`src/sv/dscww_pkg.sv`:
```
// ----------------------------------------------------------------------------
// dscww_pkg
// Types and codes shared by the display command window writer modules.
// ----------------------------------------------------------------------------
`timescale 1ns / 1ps
`default_nettype none

package dscww_pkg;

  localparam int STORE_ADDR_W = 17;
  localparam int QUEUE_DEPTH  = 4;
  localparam int QUEUE_PTR_W  = $clog2(QUEUE_DEPTH);

  localparam logic [7:0] OP_COLUMN_SET   = 8'h2A;
  localparam logic [7:0] OP_ROW_SET      = 8'h2B;
  localparam logic [7:0] OP_MEMORY_WRITE = 8'h2C;
  localparam logic [7:0] OP_MEMORY_MODE  = 8'h36;
  localparam logic [7:0] OP_RAM_CONTROL  = 8'hB0;
  localparam int         FLAG_BIT        = 3;

  typedef struct packed {
    logic       is_command;
    logic [7:0] byte_value;
  } spi_word_t;

  typedef struct packed {
    logic [STORE_ADDR_W-1:0] store_address;
    logic [15:0]             pixel_value;
  } store_write_t;

  typedef enum logic [2:0] {
    K_COL_START   = 3'd0,
    K_COL_STOP    = 3'd1,
    K_ROW_START   = 3'd2,
    K_ROW_STOP    = 3'd3,
    K_MODE        = 3'd4,
    K_RAMCTL      = 3'd5,
    K_WRITE_START = 3'd6,
    K_PIXEL       = 3'd7
  } entry_kind_t;

  typedef struct packed {
    entry_kind_t kind;
    logic [15:0] data;
  } entry_t;

endpackage

`default_nettype wire

```
`src/sv/dscww_front.sv`:
```
// ----------------------------------------------------------------------------
// dscww_front
// Command parser: pairs argument and pixel bytes and queues window, mode,
// RAM-control, write-start and pixel operations for the back end.
// ----------------------------------------------------------------------------
`timescale 1ns / 1ps
`default_nettype none

module dscww_front
  import dscww_pkg::*;
(
  input  wire logic      clk,
  input  wire logic      rst,
  input  wire logic      accept,
  input  wire spi_word_t word,
  output logic           push,
  output entry_t         push_entry
);

  typedef enum logic [5:0] {
    CMD_IDLE    = 6'b000001,
    CMD_COLUMNS = 6'b000010,
    CMD_ROWS    = 6'b000100,
    CMD_MODE    = 6'b001000,
    CMD_RAMCTL  = 6'b010000,
    CMD_WRITE   = 6'b100000
  } cmd_t;

  cmd_t        cmd;
  cmd_t        cmd_next;
  logic [1:0]  phase;
  logic [1:0]  phase_next;
  logic [7:0]  held;
  logic [7:0]  held_next;
  logic [15:0] pair;

  assign pair = {held, word.byte_value};

  always_comb begin
    cmd_next        = cmd;
    phase_next      = phase;
    held_next       = held;
    push            = 1'b0;
    push_entry.kind = K_PIXEL;
    push_entry.data = pair;
    if (accept) begin
      if (word.is_command) begin
        phase_next = 2'd0;
        unique case (word.byte_value)
          OP_COLUMN_SET:  cmd_next = CMD_COLUMNS;
          OP_ROW_SET:     cmd_next = CMD_ROWS;
          OP_MEMORY_MODE: cmd_next = CMD_MODE;
          OP_RAM_CONTROL: cmd_next = CMD_RAMCTL;
          OP_MEMORY_WRITE: begin
            cmd_next        = CMD_WRITE;
            push            = 1'b1;
            push_entry.kind = K_WRITE_START;
          end
          default:        cmd_next = CMD_IDLE;
        endcase
      end else begin
        unique case (cmd)
          CMD_COLUMNS: begin
            if (phase == 2'd0 || phase == 2'd2) begin
              held_next  = word.byte_value;
              phase_next = phase + 2'd1;
            end else if (phase == 2'd1) begin
              push            = 1'b1;
              push_entry.kind = K_COL_START;
              phase_next      = 2'd2;
            end else begin
              push            = 1'b1;
              push_entry.kind = K_COL_STOP;
              cmd_next        = CMD_IDLE;
              phase_next      = 2'd0;
            end
          end
          CMD_ROWS: begin
            if (phase == 2'd0 || phase == 2'd2) begin
              held_next  = word.byte_value;
              phase_next = phase + 2'd1;
            end else if (phase == 2'd1) begin
              push            = 1'b1;
              push_entry.kind = K_ROW_START;
              phase_next      = 2'd2;
            end else begin
              push            = 1'b1;
              push_entry.kind = K_ROW_STOP;
              cmd_next        = CMD_IDLE;
              phase_next      = 2'd0;
            end
          end
          CMD_MODE: begin
            push            = 1'b1;
            push_entry.kind = K_MODE;
            cmd_next        = CMD_IDLE;
          end
          CMD_RAMCTL: begin
            if (phase == 2'd0) begin
              phase_next = 2'd1;
            end else begin
              push            = 1'b1;
              push_entry.kind = K_RAMCTL;
              cmd_next        = CMD_IDLE;
              phase_next      = 2'd0;
            end
          end
          CMD_WRITE: begin
            if (phase == 2'd0) begin
              held_next  = word.byte_value;
              phase_next = 2'd1;
            end else begin
              push            = 1'b1;
              push_entry.kind = K_PIXEL;
              phase_next      = 2'd0;
            end
          end
          CMD_IDLE:    cmd_next = CMD_IDLE;
          default:     cmd_next = CMD_IDLE;
        endcase
      end
    end
  end

  always_ff @(posedge clk) begin
    if (rst) begin
      cmd   <= CMD_IDLE;
      phase <= 2'd0;
      held  <= 8'd0;
    end else begin
      cmd   <= cmd_next;
      phase <= phase_next;
      held  <= held_next;
    end
  end

endmodule

`default_nettype wire

```
`src/sv/dscww_queue.sv`:
```
// ----------------------------------------------------------------------------
// dscww_queue
// Short first-in first-out queue of parsed operations between front and back.
// ----------------------------------------------------------------------------
`timescale 1ns / 1ps
`default_nettype none

module dscww_queue
  import dscww_pkg::*;
(
  input  wire logic   clk,
  input  wire logic   rst,
  input  wire logic   push,
  input  wire entry_t push_entry,
  output logic        full,
  input  wire logic   pop,
  output entry_t      pop_entry,
  output logic        empty
);

  entry_t                 slots [QUEUE_DEPTH];
  logic [QUEUE_PTR_W-1:0] wr_ptr;
  logic [QUEUE_PTR_W-1:0] rd_ptr;
  logic [QUEUE_PTR_W:0]   count;
  logic                   do_push;
  logic                   do_pop;

  assign full      = (count == (QUEUE_PTR_W + 1)'(QUEUE_DEPTH));
  assign empty     = (count == '0);
  assign do_push   = push && !full;
  assign do_pop    = pop && !empty;
  assign pop_entry = slots[rd_ptr];

  always_ff @(posedge clk) begin
    if (do_push) begin
      slots[wr_ptr] <= push_entry;
    end
  end

  always_ff @(posedge clk) begin
    if (rst) begin
      wr_ptr <= '0;
      rd_ptr <= '0;
      count  <= '0;
    end else begin
      if (do_push) begin
        wr_ptr <= wr_ptr + QUEUE_PTR_W'(1);
      end
      if (do_pop) begin
        rd_ptr <= rd_ptr + QUEUE_PTR_W'(1);
      end
      if (do_push && !do_pop) begin
        count <= count + (QUEUE_PTR_W + 1)'(1);
      end else if (do_pop && !do_push) begin
        count <= count - (QUEUE_PTR_W + 1)'(1);
      end
    end
  end

endmodule

`default_nettype wire

```
`src/sv/dscww_back.sv`:
```
// ----------------------------------------------------------------------------
// dscww_back
// Window state and write position; turns queued pixels into frame-store
// writes held in an output register.
// ----------------------------------------------------------------------------
`timescale 1ns / 1ps
`default_nettype none

module dscww_back
  import dscww_pkg::*;
#(
  parameter int SCREEN_WIDTH  = 320,
  parameter int SCREEN_HEIGHT = 240
) (
  input  wire logic   clk,
  input  wire logic   rst,
  input  wire logic   empty,
  input  wire entry_t entry,
  output logic        pop,
  output logic        out_valid,
  input  wire logic   out_stall,
  output store_write_t out_data
);

  localparam int XW         = $clog2(SCREEN_WIDTH + 1);
  localparam int YW         = $clog2(SCREEN_HEIGHT + 1);
  localparam int SW         = STORE_ADDR_W + 1;
  localparam int STORE_SIZE = SCREEN_WIDTH * SCREEN_HEIGHT;

  logic [XW-1:0]           win_x;
  logic [XW-1:0]           win_w;
  logic [YW-1:0]           win_y;
  logic [YW-1:0]           win_h;
  logic                    swap_rb;
  logic                    low_first;
  logic [XW-1:0]           col;
  logic [YW-1:0]           row;
  logic [STORE_ADDR_W-1:0] row_base;
  logic                    writing;

  logic [16:0]             data_ext;
  logic [16:0]             stop_end;
  logic [16:0]             x_end;
  logic [16:0]             y_end;
  logic [XW-1:0]           x_start;
  logic [YW-1:0]           y_start;
  logic [XW-1:0]           x_extent;
  logic [YW-1:0]           y_extent;
  logic [SW-1:0]           start_base;
  logic [SW-1:0]           addr;
  logic [SW-1:0]           next_base;
  logic [XW:0]             col_inc;
  logic [YW:0]             row_inc;
  logic [15:0]             px_raw;
  logic [15:0]             px;
  logic                    emit;

  assign pop = !empty && (!out_valid || !out_stall);

  assign data_ext = {1'b0, entry.data};
  assign stop_end = data_ext + 17'd1;
  assign x_end    = (stop_end > 17'(SCREEN_WIDTH)) ? 17'(SCREEN_WIDTH) : stop_end;
  assign y_end    = (stop_end > 17'(SCREEN_HEIGHT)) ? 17'(SCREEN_HEIGHT) : stop_end;
  assign x_start  = (data_ext >= 17'(SCREEN_WIDTH)) ? XW'(SCREEN_WIDTH - 1)
                                                    : XW'(entry.data);
  assign y_start  = (data_ext >= 17'(SCREEN_HEIGHT)) ? YW'(SCREEN_HEIGHT - 1)
                                                     : YW'(entry.data);
  assign x_extent = (x_end <= 17'(win_x)) ? XW'(1) : XW'(x_end - 17'(win_x));
  assign y_extent = (y_end <= 17'(win_y)) ? YW'(1) : YW'(y_end - 17'(win_y));

  assign start_base = SW'(win_y) * SW'(SCREEN_WIDTH) + SW'(win_x);
  assign addr       = SW'(row_base) + SW'(col);
  assign next_base  = SW'(row_base) + SW'(SCREEN_WIDTH);
  assign col_inc    = {1'b0, col} + (XW + 1)'(1);
  assign row_inc    = {1'b0, row} + (YW + 1)'(1);

  assign px_raw = low_first ? {entry.data[7:0], entry.data[15:8]} : entry.data;
  assign px     = swap_rb ? {px_raw[4:0], px_raw[10:5], px_raw[15:11]} : px_raw;
  assign emit   = pop && (entry.kind == K_PIXEL) && writing
                  && (addr < SW'(STORE_SIZE));

  always_ff @(posedge clk) begin
    if (rst) begin
      win_x     <= '0;
      win_w     <= XW'(SCREEN_WIDTH);
      win_y     <= '0;
      win_h     <= YW'(SCREEN_HEIGHT);
      swap_rb   <= 1'b0;
      low_first <= 1'b0;
      col       <= '0;
      row       <= '0;
      row_base  <= '0;
      writing   <= 1'b0;
    end else if (pop) begin
      unique case (entry.kind)
        K_COL_START: win_x <= x_start;
        K_COL_STOP:  win_w <= x_extent;
        K_ROW_START: win_y <= y_start;
        K_ROW_STOP:  win_h <= y_extent;
        K_MODE:      swap_rb <= entry.data[FLAG_BIT];
        K_RAMCTL:    low_first <= entry.data[FLAG_BIT];
        K_WRITE_START: begin
          writing <= 1'b1;
          col     <= '0;
          row     <= '0;
          if (start_base > SW'(STORE_SIZE)) begin
            row_base <= STORE_ADDR_W'(STORE_SIZE);
          end else begin
            row_base <= STORE_ADDR_W'(start_base);
          end
        end
        K_PIXEL: begin
          if (writing) begin
            if (col_inc >= (XW + 1)'(win_w)) begin
              col <= '0;
              if (next_base > SW'(STORE_SIZE)) begin
                row_base <= STORE_ADDR_W'(STORE_SIZE);
              end else begin
                row_base <= STORE_ADDR_W'(next_base);
              end
              if (row_inc >= (YW + 1)'(win_h)) begin
                writing <= 1'b0;
                row     <= '0;
              end else begin
                row <= YW'(row_inc);
              end
            end else begin
              col <= XW'(col_inc);
            end
          end
        end
        default: writing <= writing;
      endcase
    end
  end

  always_ff @(posedge clk) begin
    if (rst) begin
      out_valid <= 1'b0;
    end else if (emit) begin
      out_valid <= 1'b1;
    end else if (!out_stall) begin
      out_valid <= 1'b0;
    end
  end

  always_ff @(posedge clk) begin
    if (emit) begin
      out_data.store_address <= STORE_ADDR_W'(addr);
      out_data.pixel_value   <= px;
    end
  end

endmodule

`default_nettype wire

```
`src/sv/display_spi_command_window_writer.sv`:
```
// ----------------------------------------------------------------------------
// display_spi_command_window_writer
// Turns a stream of SPI display words into RGB565 frame-store writes.
//
// spi channel: one 9-bit word per beat (command flag and byte). Column-set,
// row-set, memory-mode and RAM-control words update the draw window and
// pixel format; memory-write data pairs become pixel writes.
// store channel: one beat per pixel, word address and RGB565 value, written
// row by row within the window. Writes past the frame store are dropped.
// Throughput is one spi beat per cycle while spi_stall is low. A pixel passes
// through the operation queue and then the window/address unit, which loads
// the output register; the parser pushes each operation into the queue directly.
// A stall on the store channel holds the output register; the four-entry
// operation queue keeps absorbing spi beats until it fills, then spi_stall
// rises. Reset idles the parser, empties the queue, restores a full-screen
// window with normal byte order and no red/blue swap, and drops any pending
// output beat.
// ----------------------------------------------------------------------------
`timescale 1ns / 1ps
`default_nettype none

module display_spi_command_window_writer
  import dscww_pkg::*;
#(
  parameter int SCREEN_WIDTH  = 320,
  parameter int SCREEN_HEIGHT = 240
) (
  input  wire logic      clk,
  input  wire logic      rst,
  input  wire logic      spi_valid,
  output logic           spi_stall,
  input  wire spi_word_t spi_word,
  output logic           store_valid,
  input  wire logic      store_stall,
  output store_write_t   store_write
);

  logic   accept;
  logic   push;
  entry_t push_entry;
  logic   full;
  logic   pop;
  entry_t pop_entry;
  logic   empty;

  assign spi_stall = full;
  assign accept    = spi_valid && !full;

  dscww_front u_front (
    .clk        (clk),
    .rst        (rst),
    .accept     (accept),
    .word       (spi_word),
    .push       (push),
    .push_entry (push_entry)
  );

  dscww_queue u_queue (
    .clk        (clk),
    .rst        (rst),
    .push       (push),
    .push_entry (push_entry),
    .full       (full),
    .pop        (pop),
    .pop_entry  (pop_entry),
    .empty      (empty)
  );

  dscww_back #(
    .SCREEN_WIDTH  (SCREEN_WIDTH),
    .SCREEN_HEIGHT (SCREEN_HEIGHT)
  ) u_back (
    .clk       (clk),
    .rst       (rst),
    .empty     (empty),
    .entry     (pop_entry),
    .pop       (pop),
    .out_valid (store_valid),
    .out_stall (store_stall),
    .out_data  (store_write)
  );

endmodule

`default_nettype wire

```
`config.mk`:
```
export PLATFORM = sky130hd
export DESIGN_NAME = display_spi_command_window_writer
export DESIGN_NICKNAME = d
export VERILOG_FILES = /design/src/sv/dscww_pkg.sv /design/src/sv/dscww_front.sv /design/src/sv/dscww_queue.sv /design/src/sv/dscww_back.sv /design/src/sv/display_spi_command_window_writer.sv
export SDC_FILE = /design/constraint.sdc
export NUM_CORES = 1
export LEC_CHECK = 0
export BUFFER_PORTS_ARGS = -buffer_cell sky130_fd_sc_hd__buf_2
export CAP_MARGIN = 10
export CORE_ASPECT_RATIO = 1.75
export CORE_MARGIN = 3
export CORE_UTILIZATION = 45
export CTS_CLUSTER_DIAMETER = 150
export DETAILED_ROUTE_END_ITERATION = 8
export GPL_ROUTABILITY_DRIVEN = 0
export PLACE_DENSITY = 0.68
export SLEW_MARGIN = 30
export SYNTH_ARGS = -nofsm -noshare
export SYNTH_HDL_FRONTEND = slang
export SYNTH_HIERARCHICAL = 1
export SYNTH_SLANG_ARGS = --single-unit
```
`constraint.sdc`:
```
create_clock -name clk -period 5.2 [get_ports clk]
set_input_delay 1.04 -clock clk [delete_from_list [all_inputs] [get_ports clk]]
set_output_delay 1.04 -clock clk [all_outputs]
set_load 0.005 [all_outputs]
```
## Word-level counts from Yosys, hierarchy flattened

Memory sizes are Yosys's and may differ from the RTL's. A register that Yosys moved wholly into a read port is not among the register bits.
Cells that the tools add are included.

| storage, ports and cells | value |
|---|---|
| bits in writable memories | 76 |
| word-level logic and storage cells | 174 |
| output and inout bits | 35 |
| input bits | 13 |
| register bits | 128 |
| memories kept | 1 |

Memories:

| memory | words | width | read ports | clocked after Yosys merged registers in | write ports | RTL line | text |
|---|---|---|---|---|---|---|---|
| u_queue.slots | 4 | 19 | 1 | 1 | 1 | dscww_queue.sv:21 | `entry_t slots [QUEUE_DEPTH];` |

| operators by class | value |
|---|---|
| $mul | 1 |
| reductions and logical operators | 38 |
| bitwise gates (word level) | 1 |
| add/sub/neg operators | 13 |
| muxes and demuxes | 61 |
| magnitude comparators | 11 |
| eq/ne operators | 29 |

Operator list:

| operator | count |
|---|---|
| $mux W17 | 6 |
| $mux W8 | 7 |
| $add A17 B9 Y18 | 2 |
| $gt A18 B17 Y1 const B | 2 |
| $mux W9 | 4 |
| $pmux W17 S2 | 1 |
| $eq A8 B6 Y1 const B | 4 |
| $mux W16 | 2 |
| $pmux W8 S2 | 2 |
| $pmux W6 S5 | 1 |
| $mux W6 | 4 |
| $add A17 B9 Y18 const B | 1 |
| $lt A18 B17 Y1 const B | 1 |
| $mux W3 | 6 |
| $pmux W6 S3 | 1 |
| $pmux W9 S2 | 1 |
| $add A16 B1 Y17 const B | 1 |
| $gt A17 B8 Y1 const B | 1 |
| $gt A17 B9 Y1 const B | 1 |
| $le A17 B8 Y1 | 1 |
| $le A17 B9 Y1 | 1 |
| $ge A16 B8 Y1 const B | 1 |
| $ge A16 B9 Y1 const B | 1 |
| $mux W1 | 16 |
| other kinds (42) | 86 |

## Longest topological paths before layout

Gate-level depths: netlist of run 1.

| depth | value |
|---|---|
| depth in word-level cells | 11 |
| depth in mapped cells | 23 |
| mapped depth without buffers | 20 |

## Hierarchy

The synthesis of run 1 kept the hierarchy.

Modules (own cells, without submodules):

| module | area each (um^2) | cells an instance | seq. area each (um^2) | instances |
|---|---|---|---|---|
| dscww_back | 7688.6 | 881 | 2432.3 | 1 |
| dscww_queue | 3221.8 | 147 | 2462.4 | 1 |
| dscww_front | 1088.5 | 126 | 320.3 | 1 |
| display_spi_command_window_writer | 13.8 | 1 | 0.0 | 1 |

## Worst setup path before layout of run 1

Ideal clock, no wire load.

| timing | value |
|---|---|
| path type | flip-flop to flip-flop |
| start | reg with a tool-made name |
| end | reg u_back.win_h[4] |
| path slack | 0.236 ns |
| path buffers | 3 |
| arrival time | 4.842 ns |
| required time | 5.078 ns |
| cell stages (with the launch flop) | 23 |
| library setup time | 0.122 ns |
| clock period less this slack | 4.964 ns |
| cells stage by stage | dfxtp_1 buf_6 buf_12 mux4_2 ha_1 and3_1 buf_2 nand4_1 mux2_2 o22a_1 nor4_2 nand3_1 a21oi_2 and2_1 ha_1 nor2b_1 o21ai_0 a21oi_1 o21ai_0 a21oi_1 o21a_1 o21a_1 a221o_1 |

RTL lines:

| element | RTL line | text |
|---|---|---|
| to (signal assigned) | dscww_back.sv:87 | `win_h <= YW'(SCREEN_HEIGHT);` |
| to (signal assigned) | dscww_back.sv:99 | `K_ROW_STOP: win_h <= y_extent;` |
| to (decl) | dscww_back.sv:33 | `logic [YW-1:0] win_h;` |

==> metrics, run 1 <==
status completed; Post-synth EDFFs 109; cts hold-fix bufs 0; clock latency on the worst-skew pair 0.52 ns; GR peak layer met2; pin count of the biggest net entering global routing 50; CTS H-tree depth 1; DRC Markers 0; Final WS setup 0.225 ns; worst reg2reg path depth 18; pre-CTS setup slack 0.0945 ns; clock buffer depth 3; most frequent cells in the layout edfxtp_1 (109), dfxtp_1 (96), nor2_1 (85), inv_1 (74), ha_1 (74); met1 usage around a fifth; CP endpoint kind flip-flop; Critical Path RT 5.60 ns; Initial DRC Count 436; Layout area overhead 11.3%; share of layout cells above drive strength 1 between 10% and 20%; Seq cells post-synth 206; Netlist cell types 84; first-pass GRT wire length 45300 um; CTS tree built; Root Buffer clkbuf_16; Initial Utilization 45.9%; ranking of synthesized cells by area edfxtp_1 (27%), dfxtp_1 (16%), ha_1 (7.7%); Pwr per Cell Area 346 nW/um^2; via count around 9100; Lkg Pwr roughly 4.9 nW; Setup TNS 0 ns; diode count 0; Final Hold Viols 0; IO buf count 47; mean routed wirelength per cell 18.5 um; syn nets 1248; vias in the first global route 9073; Yosys top cell area share a little over a quarter; largest fanout on the critical path 7; Max Cap Viol 0; total track usage 19.4%; hpwl dp 21000 um; routing usage on met2 38.4%; die span in x between 100 and 150 um; final worst path period share 95.7%; startpoint types flip-flop; Seq/Total Area, Yosys 43.4%; FFs w/ async S/R, synth 0%; post-route ant nets 0; HP Class reg2reg; Top Ports 48; met3 usage 2.07%; initial antenna violation count 0; Final setup viols 0; global route overflow 0; nets@finish 1291; drt total wl 28300 um; TritonCTS buffer count 20; Rows 78; clock slew at reported path FFs 0.07 ns; Slew Viols, Final 0; commonest non-fill, non-tap cell in the layout edfxtp_1; # fillers 2345; first-pass detailed-route iteration total 5; Most used DFF post-synth edfxtp_1; CTS Sinks 206; post-synth top area cell edfxtp_1; Slew HR 37.0%; CP Class reg2reg; mapped cell area 12000 um^2; Via-to-Cell Ratio 5.96; Die ar. 28800 um^2; fin crit period 4.98 ns; post-layout util 51.1%; Core Area 26200 um^2; Ys Warns 6; maximum vdd drop 0.000262 V; Fmax 201 MHz; Post-Syn Area per Cell ~10 um^2; post-route clock skew 0.0168 ns; Chip Height roughly 220 um; Arrival @ worst endpoint about 5.4 ns; Worst-Margin Slew 0.946 ns; hold path cells 2; Post-Syn Instances between 1000 and 1500
metal layers:
| layer | routed length (um) | up-vias | part of all wire, % |
|---|---|---|---|
| met5 | 0 | - | 0 |
| met4 | 1390 | 0 | 4.9 |
| li1 | - | 4395 | - |
| met3 | 1000 | 94 | 3.5 |
| met2 | 15800 | 243 | 56 |
| met1 | 10100 | 4401 | 36 |
synthesized netlist by cell type (31+ instances only):
cell	number
edfxtp_1	109
dfxtp_1	97
nor2_1	85
ha_1	74
inv_1	74
nand2_1	68
a21oi_1	57
o21ai_0	43
xnor2_1	36
nand3_1	34
nor3_1	34
clkbuf_1	31
area by class of cell:
cell class / instances / area (um^2) / area share, %
flip-flops and latches: 206 / 5220 / 39.0
well taps: 320 / 400 / 3.00
clock inverters: 11 / 166 / 1.25
clock buffers: 25 / 551 / 4.12
inverters: 74 / 278 / 2.08
repair buffers: 80 / 510 / 3.82
multi-input cells: 816 / 6240 / 46.7
state kept, by name, summed over array words and instances, names as in the netlist, 8 cells and up, named ones only:
signal / count
u_back/col: 9
u_back/out_data: 33
u_back/row: 8
u_back/row_base: 17
u_back/win_h: 8
u_back/win_w: 9
u_back/win_x: 9
u_back/win_y: 8
u_front/held: 8
u_queue/slots: 76
through the flow:
stage / power, mW / area [um^2] / std cells / hold WS [ns]
after global placement: 3.03 / 12600 / 1491 / 0.438
after detailed placement: 3.06 / 12600 / 1492 / 0.456
after global routing: 4.84 / 13400 / 1532 / 0.502
after CTS: 4.65 / 13300 / 1528 / 0.471
final: 4.63 / 13400 / 1532 / 0.463
after floorplan: 2.72 / 12000 / 1155 / 0.425
cell families after synthesis:
family                   count (synthesis)  synth area share [%]
AND/OR/NAND/NOR                        361                  15.6
AO/OA/AOI/OAI                          260                  15.5
flip-flops                             206                  43.4
buffers and inverters                  133                  4.90
adder cells (fa/ha/maj)                 80                  8.71
XOR/XNOR                                66                  4.81
multiplexers                            49                  7.17
critical path, cell delays in order, from the launching register on:
cell	delay [ns]
dfxtp_2	0.39
mux4_2	0.53
ha_1	0.28
and3_1	0.23
nand4_1	0.13
mux2_2	0.35
o22a_1	0.21
nor4_2	0.25
nand3_2	0.24
o21a_1	0.23
nor2b_1	0.24
ha_1	0.29
a21oi_1	0.14
o21bai_1	0.12
a221o_1	0.37
a21o_1	0.20
a21oi_2	0.20
o31ai_1	0.13
a221o_1	0.32
path summary, 6_finish.rpt:
path | start | to | slack (ns)
max | flip-flop | u_back/win_w[8]$_SDFFE_PP1P_ | 0.22
max reg2reg | flip-flop | u_back/win_w[8]$_SDFFE_PP1P_ | 0.22
min | u_back/win_w[7]$_SDFFE_PP0P_ | u_back/win_w[7]$_SDFFE_PP0P_ | 0.46
min reg2reg | u_back/win_w[7]$_SDFFE_PP0P_ | u_back/win_w[7]$_SDFFE_PP0P_ | 0.46
power by group:
group	internal, mW	switching (mW)	leakage (nW)
clock	0.955	0.630	0.346
combinational	0.456	0.702	2.75
sequential	1.81	0.0813	1.83
what timing repair did:
action                                  in CTS  in global routing
setup buffers                                0                  4
endpoints found under the setup margin       0                 17
gates resized for setup                      0                  7
Note: power is estimated with default switching activity, not from simulation.
==> run 2, diff against run 1 <==
- CORE_UTILIZATION: 45 -> 40
- PLACE_DENSITY: 0.68 -> 0.6
- clock period: 5.2 -> 4.7 ns (I/O delays scaled with it)
==> run 2 against run 1 <==
Compared with the run above: worst setup slack worse by 0.094 ns; sequential share of layout area is 1.2 points lower; combinational power is 18% higher; global-route usage is 1.2 points lower; core utilization is 4.3 points lower; non-clock buffer count is 23 higher; critical path depth is 3 higher; clock power is 20% higher; sequential cell count stayed put; sequential power is 11% higher.
==> metrics, run 2 (same netlist as run 1, synthesis figures left out) <==
total track usage 18.2%; share of layout cells above drive strength 1 between 10% and 20%; Root Buffer clkbuf_16; share of power burned in registers 39.0%; hpwl dp 21900 um; Max Cap Viol 0; mean routed wirelength per cell 18.1 um; routing usage on met2 a little over a third; combinational power share around a quarter; vias in the first global route 9424; Via-to-Cell Ratio around 5.6; diode count 0; first-pass GRT wire length 47500 um; Arrival @ worst endpoint ~5.0 ns; Core Area slightly below 30000 um^2; max FFs per register 76; maximum vdd drop 0.000257 V; Chip Height 235 um; post-place instance area 12900 um^2; TritonCTS buffer count 22; Pwr per Cell Area between 300 and 400 nW/um^2; clock latency on the worst-skew pair approximately 0.52 ns; initial antenna violation count 0; Top Ports 48; IO buf count 47; Initial DRC Count 429; CTS H-tree depth 1; CP endpoint kind flip-flop; Lkg Pwr 5.13 nW; CP Class reg2reg; Slew Viols, Final 0; DRC Markers 0; Critical Path RT 5.10 ns; Top Registers u_queue/slots x76, u_back/out_data x33, u_back/row_base x17; Rows 83; Initial Utilization between 40% and 50%; # fillers around 2700; pin count of the biggest net entering global routing 54; most frequent cells in the layout edfxtp_1 (109), dfxtp_1 (95), nor2_1 (85), inv_1 (74), ha_1 (72); Switching Fraction 30.4%; register area ~5200 um^2; P_int about 3.7 mW; clock slew at reported path FFs about 0.070 ns; Worst-Margin Slew 0.813 ns; post-route clock skew approximately 0.012 ns; largest fanout on the critical path 14; CTS tree built; GR peak layer met2; multi-input combinational cell area about 6300 um^2; post-route ant nets 0; post-layout util 46.8%; Die ar. 32200 um^2; cell area after layout 13800 um^2; CTS Sinks roughly 210; Slew HR between 40% and 50%; first-pass detailed-route iteration total 4; nets@finish 1316; status completed; die span in x 137 um; commonest non-fill, non-tap cell in the layout edfxtp_1; largest reg by FF count u_queue/slots; Fmax 219 MHz; Clock Power Share 35.6%; clock buffer depth 3; Psw approximately 1.6 mW; RSZ-0062 raised after global routing true; startpoint types flip-flop; Final Hold Viols 0; fin crit period 4.57 ns; final worst path period share between 90% and 100%; HP Class reg2reg; Final setup viols 0; drt total wl 29300 um; global route overflow 0; r2r setup slk 0.13 ns; Layout area overhead 15.0%; met1 usage 18.2%; met3 usage a little over 2%; via count 9145
run 2: per-layer routing:
layer | vias to the layer above | share of wire [%]
met5 | - | 0
met4 | 0 | 4.9
met3 | 84 | 2.9
li1 | 4462 | -
met1 | 4413 | 36
met2 | 186 | 56
run 2: cell type report:
class / count / share of cell area, %
multi-input combinational: 816 / 45.9
sequential: 206 / 37.8
timing repair buffer: 103 / 5.07
clock buffer: 25 / 4.22
tap: 382 / 3.46
inverter: 74 / 2.01
clock inverter: 15 / 1.51
run 2: worst paths after layout:
path / from / to / depth (start not counted)
max: flip-flop / u_back/win_w[8]$_SDFFE_PP1P_ / 21
min: u_back/win_w[7]$_SDFFE_PP0P_ / u_back/win_w[7]$_SDFFE_PP0P_ / 2
max reg2reg: flip-flop / u_back/win_w[8]$_SDFFE_PP1P_ / 21
min reg2reg: u_back/win_w[7]$_SDFFE_PP0P_ / u_back/win_w[7]$_SDFFE_PP0P_ / 2
run 2: repair_timing:
action | 4_1_cts | 5_1_grt
pin swaps | 0 | 3
setup endpoints to repair | 6 | 17
hold buffers | 0 | 0
endpoints found under the hold margin | 0 | 0
cloned | 0 | 0
resized for setup | 2 | 13
buffers inserted | 0 | 6
run 2: metrics by stage:
step / std cells / power, mW / setup TNS, ns / hold slack [ns] / setup slack, ns
6_report: 1621 / 5.37 / 0 / 0.467 / 0.130
5_1_grt: 1621 / 5.63 / -0.201 / 0.482 / -0.0531
4_1_cts: 1615 / 5.38 / 0 / 0.472 / 0.0157
3_3_place_gp: 1574 / 3.44 / 0 / 0.445 / 0.0506
2_1_floorplan: 1155 / 3.02 / -0.209 / 0.425 / -0.0327
3_5_place_dp: 1575 / 3.46 / -0.225 / 0.456 / -0.0499
run 2: critical path: stages (launching register included):
cell and delay (ns):
dfxtp_4 0.37, buf_12 0.15, mux4_2 0.34, buf_4 0.21
nand4_1 0.20, nor4_2 0.36, nor3_1 0.10, a31oi_2 0.22
nor4_4 0.07, nand3_1 0.11, o21a_2 0.24, or2_1 0.13
ha_1 0.13, inv_1 0.06, fa_1 0.39, a21o_1 0.17
a21o_1 0.19, a21o_1 0.19, a21oi_2 0.17, o21ai_0 0.13
xor2_1 0.17, a221o_1 0.34
run 2: power by group through the flow:
stage               sequential (mW)  clock [mW]  combinational (mW)
floorplan                      2.09           0               0.924
global placement               2.13           0                1.31
detailed placement             2.13           0                1.33
CTS                            2.09        1.96                1.34
global route                   2.11        2.03                1.50
finish                         2.09        1.91                1.37
